### config.mk
export PLATFORM = sky130hd
export DESIGN_NAME = idll_front_flat
export DESIGN_NICKNAME = d
export VERILOG_FILES = /design/src/rtl/idll_pkg.sv /design/src/rtl/idll_if.sv /design/src/rtl/idll_front.sv /design/src/flat_wrapper.sv
export SDC_FILE = /design/constraint.sdc
export NUM_CORES = 1
export LEC_CHECK = 0
export BUFFER_PORTS_ARGS = -buffer_cell sky130_fd_sc_hd__clkbuf_2
export CORE_ASPECT_RATIO = 1.75
export CORE_UTILIZATION = 48
export DETAILED_ROUTE_END_ITERATION = 7
export MAX_ROUTING_LAYER = met4
export PLACE_DENSITY_LB_ADDON = 0.15
export SLEW_MARGIN = 20
export SYNTH_ARGS = -nofsm -noshare
export SYNTH_HDL_FRONTEND = slang
export SYNTH_SLANG_ARGS = --single-unit
export TNS_END_PERCENT = 1
### constraint.sdc
create_clock -name clk -period 3.4 [get_ports clk]
set_input_delay 1.02 -clock clk [delete_from_list [all_inputs] [get_ports clk]]
set_output_delay 1.02 -clock clk [all_outputs]
set_load 0.01 [all_outputs]
### src/rtl/idll_pkg.sv
`timescale 1ns / 1ps
`default_nettype none
package idll_pkg;

	localparam int OP_W  = 3;
	localparam int NUM_W = 11;
	localparam int VAL_W = 32;
	localparam int ST_W  = 2;

	// fixed sentinel entries of the node tables
	localparam int HEAD_ENTRY = 0;
	localparam int TAIL_ENTRY = 1;

	typedef enum logic [OP_W-1:0] {
		OP_PUSH_FRONT    = 3'd0,
		OP_PUSH_BACK     = 3'd1,
		OP_DELETE        = 3'd2,
		OP_INSERT_BEFORE = 3'd3,
		OP_INSERT_AFTER  = 3'd4,
		OP_WALK          = 3'd5
	} op_t;

	typedef enum logic [ST_W-1:0] {
		ST_OK      = 2'd0,
		ST_FULL    = 2'd1,
		ST_BAD_REF = 2'd2,
		ST_END     = 2'd3
	} status_t;

	typedef enum logic [1:0] {
		B_IDLE,
		B_CHECK,
		B_LINK,
		B_WALK_DATA
	} back_state_t;

	typedef struct packed {
		op_t              op;
		logic [NUM_W-1:0] num;
		logic [VAL_W-1:0] value;
		logic             needs_ref;
		logic             is_insert;
		logic             walk_head;
		logic             bad_op;
	} cmd_t;

	typedef struct packed {
		status_t          status;
		logic [NUM_W-1:0] number;
		logic [VAL_W-1:0] data;
	} result_t;

endpackage
`default_nettype wire

### src/rtl/idll_if.sv
`timescale 1ns / 1ps
`default_nettype none
interface idll_cmd_if;
	logic                              valid;
	logic                              ready;
	logic [idll_pkg::OP_W-1:0]         operation;
	logic [idll_pkg::NUM_W-1:0]        insert_number;
	logic signed [idll_pkg::VAL_W-1:0] value;

	modport source (output valid, operation, insert_number, value, input ready);
	modport sink (input valid, operation, insert_number, value, output ready);
endinterface

`default_nettype wire

### src/rtl/idll_front.sv
`timescale 1ns / 1ps
`default_nettype none
module idll_front (
	input  logic            clk,
	input  logic            arst_n,
	idll_cmd_if.sink        cmd,
	output logic            q_valid,
	output idll_pkg::cmd_t  q_item,
	input  logic            q_pop
);
	import idll_pkg::*;

	localparam int QD     = 2;
	localparam int PTR_W  = $clog2(QD);
	localparam int FILL_W = $clog2(QD + 1);

	cmd_t              new_item;
	op_t               op;
	cmd_t              slot_q [QD];
	logic [PTR_W-1:0]  wr_ptr_q;
	logic [PTR_W-1:0]  rd_ptr_q;
	logic [FILL_W-1:0] fill_q;
	logic              push;

	// decode the operation once into flags for the sequencer
	always_comb begin
		op = op_t'(cmd.operation);
		new_item.op        = op;
		new_item.num       = cmd.insert_number;
		new_item.value     = cmd.value;
		new_item.needs_ref = 1'b0;
		new_item.is_insert = 1'b0;
		new_item.walk_head = 1'b0;
		new_item.bad_op    = 1'b0;
		case (op)
			OP_PUSH_FRONT, OP_PUSH_BACK: begin
				new_item.is_insert = 1'b1;
			end
			OP_DELETE: begin
				new_item.needs_ref = 1'b1;
			end
			OP_INSERT_BEFORE, OP_INSERT_AFTER: begin
				new_item.needs_ref = 1'b1;
				new_item.is_insert = 1'b1;
			end
			OP_WALK: begin
				new_item.walk_head = (cmd.insert_number == '0);
				new_item.needs_ref = (cmd.insert_number != '0);
			end
			default: begin
				new_item.bad_op = 1'b1;
			end
		endcase
	end

	assign cmd.ready = (fill_q != FILL_W'(QD));
	assign push      = cmd.valid && cmd.ready;
	assign q_valid   = (fill_q != '0);
	assign q_item    = slot_q[rd_ptr_q];

	always_ff @(posedge clk or negedge arst_n) begin
		if (!arst_n) begin
			wr_ptr_q <= '0;
			rd_ptr_q <= '0;
			fill_q   <= '0;
		end else begin
			if (push) begin
				wr_ptr_q <= wr_ptr_q + PTR_W'(1);
			end
			if (q_pop) begin
				rd_ptr_q <= rd_ptr_q + PTR_W'(1);
			end
			if (push && !q_pop) begin
				fill_q <= fill_q + FILL_W'(1);
			end else if (!push && q_pop) begin
				fill_q <= fill_q - FILL_W'(1);
			end
		end
	end

	always_ff @(posedge clk) begin
		if (push) begin
			slot_q[wr_ptr_q] <= new_item;
		end
	end
endmodule
`default_nettype wire

### src/flat_wrapper.sv
// flat-port wrapper written by rule: the top's interface ports become plain ports
module idll_front_flat import idll_pkg::*;
  (clk, arst_n, q_valid, q_item, q_pop, cmd_valid, cmd_operation, cmd_insert_number, cmd_value, cmd_ready);
  idll_cmd_if cmd_i ();
  input  logic clk;
  input  logic arst_n;
  output logic q_valid;
  output idll_pkg::cmd_t q_item;
  input  logic q_pop;
  input wire logic [$bits(cmd_i.valid)-1:0] cmd_valid;
  input wire logic [$bits(cmd_i.operation)-1:0] cmd_operation;
  input wire logic [$bits(cmd_i.insert_number)-1:0] cmd_insert_number;
  input wire logic [$bits(cmd_i.value)-1:0] cmd_value;
  output wire logic [$bits(cmd_i.ready)-1:0] cmd_ready;
  assign cmd_i.valid = cmd_valid;
  assign cmd_i.operation = cmd_operation;
  assign cmd_i.insert_number = cmd_insert_number;
  assign cmd_i.value = cmd_value;
  assign cmd_ready = cmd_i.ready;
  idll_front u_core (.clk(clk), .arst_n(arst_n), .cmd(cmd_i), .q_valid(q_valid), .q_item(q_item), .q_pop(q_pop));
endmodule
Word-level counts from Yosys, hierarchy flattened
Memory sizes are Yosys's and may differ from the RTL's.
Index checks and enable logic that the tools add are counted.
{"block": "word_totals", "memories": 1, "word_cells": 35, "out_inout_bits": 52, "register_bits": 4, "mem_bits_rw": 100}
{"block": "classes", "add_sub_neg": 4, "n_reduce_logical": 13, "eq_ne": 6, "mux": 8}
{"memory": "u_core.slot_q", "depth": 2, "word_bits": 50, "read_ports": 1, "rd_clocked_by_memory_dff": 0, "write_ports": 1, "line_no": "idll_front.sv:19", "rtl": "cmd_t slot_q [QD];"}
{"op": "$logic_not A11 Y1", "count": 1}
{"op": "$reduce_bool A11 Y1", "count": 1}
{"op": "$eq A3 B2 Y1 const B", "count": 2}
{"op": "$eq A3 B3 Y1 const B", "count": 2}
{"op": "$reduce_or A6 Y1", "count": 1}
{"op": "$mux W1", "count": 5}
{"op": "$mux W2", "count": 2}
{"op": "$reduce_bool A2 Y1", "count": 2}
{"op": "$reduce_or A4 Y1", "count": 1}
{"op": "$eq A3 B1 Y1 const B", "count": 1}
{"op": "$logic_and A1 B1 Y1", "count": 3}
{"op": "$logic_not A3 Y1", "count": 1}
{"op": "$reduce_or A3 Y1", "count": 1}
{"op": "$add A1 B1 Y1 const B", "count": 2}
{"op": "$add A2 B1 Y2 const B", "count": 1}
{"op": "$logic_not A1 Y1", "count": 2}
{"op": "$ne A2 B2 Y1 const B", "count": 1}
{"op": "$pmux W1 S2", "count": 1}
{"op": "$sub A2 B1 Y2 const B", "count": 1}

Logic depth before layout (Yosys ltp)
{"block": "logic_depth", "word_depth": 6, "mapped_depth": 7, "ltp_nobuf": 7}

Least setup slack after synthesis
OpenSTA, ideal clock, no wires.
{"block": "synth_path", "path_type": "input -> register", "startpoint": "in cmd_valid", "endpoint": "mem u_core.slot_q[0][0] in the netlist's numbering, enable pin", "cell_stages": 2, "arrival_time_ns": 3.209, "setup_time_ns": 0.458, "path_buffers": 0, "path_slack_ns": -0.267, "required_time_ns": 2.942, "path_cell_list": "nand2_1 nor2_1"}
{"block": "synth_via", "elab_chain_cells": 3}
{"item": "from (decl)", "line_no": "flat_wrapper.sv:10", "rtl": "input wire logic [$bits(cmd_i.valid)-1:0] cmd_valid;"}
{"item": "$logic_and A1 B1 Y1", "line_no": "idll_front.sv:57", "rtl": "assign push = cmd.valid && cmd.ready;"}
{"item": "$mux W1", "line_no": "idll_front.sv:82", "rtl": "if (push) begin"}
{"item": "$mux W1 (not written as such)", "line_no": "idll_front.sv:83", "rtl": "slot_q[wr_ptr_q] <= new_item;"}
{"item": "to (decl)", "line_no": "idll_front.sv:19"}
Every way passes these cells.

==> metrics.md <==
| Metric | Value |
|---|---|
| Status | `completed` |
| Clk sinks | `104` |
| Clock Root Buffer | `clkbuf_16` |
| Buffers on Ports | `101` |
| Cell Area, Synth | `0.00413 mm^2` |
| Die Height | `125 um` |
| Highest Clock Rate | `0.342 GHz` |
| Critical path class | `reg -> out` |
| RePlAce Congestion | `0.699` |
| Crit path time final | `2920 ps` |
| Synth area leader | `edfxtp_1` |
| Cells on worst reg2reg path | `3` |
| Hpwl dp | `4.26 mm` |
| Post-route ant nets | `0` |
| Total gr overflow | `0` |
| Worst hold path class | `in -> async` |
| Routed WL | `6.45 mm` |
| Final Worst Setup Slack | `476 ps` |
| CP Cell Sequence | `buf_12 -> mux2_4 -> clkbuf_2` |
| Ys Warns | `0` |
| Relative slew slack | `57.2%` |
| WP data arrival | `1900 ps` |
| RSZ-0062 raised after global routing | `no` |
| Utilization after layout | `60.9%` |
| Area of the multi-input gates | `915 um^2` |
| H-tree levels | `3` |
| Cell variety after synth | `22` |
| Leakage power | `2.07 nW` |
| Max-Cap Viols | `0` |
| Fill count | `615` |
| Pre-CTS setup slack | `794 ps` |
| Total CTS buffers | `9` |
| Post-CTS sizing | `0` |
| CP top delay family | `flip-flops` |
| Largest net degree at the start of global routing | `45` |
| Setup Skew | `5.10 ps` |
| Critical-path top delay cell | `dfrtp_4` |
| R2r setup slk | `1530 ps` |
| Slew Limit Fails | `0` |
| Final setup viols | `0` |
| Setup bufs post-CTS | `0` |
| WP buf/inv | `2` |
| Share of cells above drive strength 1 | `58.3%` |
| Cell Pwr Density | `863 mW/mm^2` |
| Crit start category | `flip-flop` |
| Final #Nets | `346` |
| Fin crit share | `86.0%` |
| Worst setup EP type | `output pin` |
| Sequential Area | `0.00311 mm^2` |
| Total die area | `0.00900 mm^2` |
| DR DRC count | `0` |
| FF+latch count, synth | `104` |
| Setup TNS Final | `0 ps` |
| Layout area overhead | `22.5%` |
| Initial antenna violation count | `0` |
| Syn avg cell area | `22.3 um^2` |
| Worst skew pair latency | `330 ps` |
| 1st-pass router iterations | `4` |
| WHS | `485 ps` |
| DRT iter0 DRCs | `82` |
| Die span in x | `72.1 um` |
| Clock transition at path regs | `60 ps` |
| First-pass GRT wire length | `9.82 mm` |
| Core ar. | `0.00831 mm^2` |
| Hold-fix buffers at CTS | `0` |
| Yosys top cell area share | `72.7%` |
| VDD IR max | `0.000644 V` |
| CP Max Fanout | `33` |
| Vias per Instance | `4.74` |
| R2R Path Start | `u_core.fill_q[0]` |
| Fin. Hold Viols | `0` |
| Worst Max-Slew Pin Slew | `641 ps` |
| Per-cell routed wire length | `15.5 um` |
| CTS tree | `done` |
| Num rows | `44` |
| Vias in the first global route | `1,979` |
| Initial core utilization | `49.7%` |
| Synth top area cells | `edfxtp_1 73%, mux2_4 18%, buf_12 2.4%, dfrtp_1 2.4%, xor2_1 0.85%` |
| Syn nets | `236` |
| Routed vias | `1,967` |
| Crit path required time | `2380 ps` |
| Ant diodes | `0` |
| Deepest clock path buffer count | `2` |
| GRT Total Usage | `15.7%` |
| End of the worst register-to-register path | `u_core.slot_q[1][13]` |
| Seq/Total Area, Yosys | `75.1%` |
| Io pins | `102` |
| Synth Instances | `185` |
| Max incr delay on CP | `830 ps` |
-- layer usage --
| layer | part of all wire (%) | GRT usage (%) | wire length (um) | vias to the layer above |
|---|---|---|---|---|
| met4 | 1.4 | 6.57 | 93 | 0 |
| li1 | - | - | - | 937 |
| met5 | 0 | - | 0 | - |
| met2 | 54 | 26.6 | 3450 | 65 |
| met3 | 4.5 | 4.69 | 293 | 7 |
| met1 | 40 | 16.8 | 2610 | 958 |
-- layout make-up --
cell class / count / share of cell area, %
Clock buffer: 13 / 5.14
Clock inverter: 3 / 1.29
Inverter: 3 / 0.222
Multi-Input combinational cell: 72 / 18.1
Sequential cell: 104 / 61.4
Tap cell: 115 / 2.84
Timing Repair Buffer: 105 / 11.1
-- cell families (layout without fill, tap and decap cells) --
logic type	after synthesis	count (layout)	share of synthesized area [%]
xor gates and xnor gates	6	6	1.27
adders and majority gates	1	1	0.303
DFF	104	104	75.1
muxes	51	51	18.3
buffers and inverters	9	124	2.97
and+or+nand+nor	14	14	2.03
-- worst register-to-register path: cells and delay by family, from the launching register on --
kind / cells / cell delay (ps)
DFF: 1 / 410
and+or+nand+nor: 2 / 750
buffers and inverters: 1 / 380
-- synth_stat cells --
library cell / count
inv_1: 3
nand4_1: 1
buf_6: 1
xnor2_1: 2
dfrtp_1: 4
buf_12: 5
and2_2: 1
mux2_2: 1
nand2_1: 1
and2_1: 1
mux2_4: 49
nand2b_1: 1
and3_1: 1
nor3_1: 1
edfxtp_1: 100
nor2_1: 4
or2_2: 1
nor4_1: 1
xor2_1: 4
nor4b_2: 1
mux2i_1: 1
ha_1: 1
-- layout by cell type (no fill, tap or decap), types with 2 or more instances in the layout --
master | Yosys | final
buf_12 | 5 | 2
clkbuf_8 | 0 | 2
mux2_4 | 49 | 49
edfxtp_1 | 100 | 100
clkbuf_2 | 0 | 101
clkbuf_1 | 0 | 2
xnor2_1 | 2 | 2
xor2_1 | 4 | 4
clkbuf_16 | 0 | 9
buf_4 | 0 | 2
bufinv_16 | 0 | 2
nor2_1 | 4 | 3
inv_1 | 3 | 3
dfrtp_1 | 4 | 3
-- sequential cells by signal, summed over array words and instances, names as in the netlist --
| signal | cells |
|---|---|
| u_core.fill_q | 2 |
| u_core.rd_ptr_q | 1 |
| u_core.slot_q | 100 |
| u_core.wr_ptr_q | 1 |
-- worst max path at each step --
| stage | from | end | slack, ps | cells past startpoint |
|---|---|---|---|---|
| detailed placement | u_core.rd_ptr_q | q_item[3] | 790 | 3 |
| finish | u_core.rd_ptr_q | q_item[0] | 480 | 3 |
| floorplan | cmd_valid | u_core.slot_q[0][0] | 570 | 2 |
| global route | u_core.rd_ptr_q | q_item[7] | 380 | 3 |
| global placement | u_core.rd_ptr_q | q_item[0] | 790 | 3 |
| CTS | u_core.rd_ptr_q | q_item[3] | 440 | 3 |
-- where the power goes --
part / leakage [nW] / internal, mW / switching, mW / total, mW
sequential: 0.975 / 1.76 / 0.191 / 1.95
combinational: 0.939 / 0.730 / 0.595 / 1.33
clock: 0.160 / 0.684 / 0.409 / 1.09
total: 2.07 / 3.17 / 1.20 / 4.37
-- stage by stage --
| stage | area [um^2] | total power, mW | std cells |
|---|---|---|---|
| after global routing | 5060 | 4.57 | 415 |
| final | 5060 | 4.37 | 415 |
| after global placement | 4740 | 3.32 | 399 |
| after detailed placement | 4740 | 3.33 | 399 |
| after floorplan | 4130 | 2.96 | 185 |
| after CTS | 5060 | 4.42 | 415 |
Power figures use the tool's default switching activity.
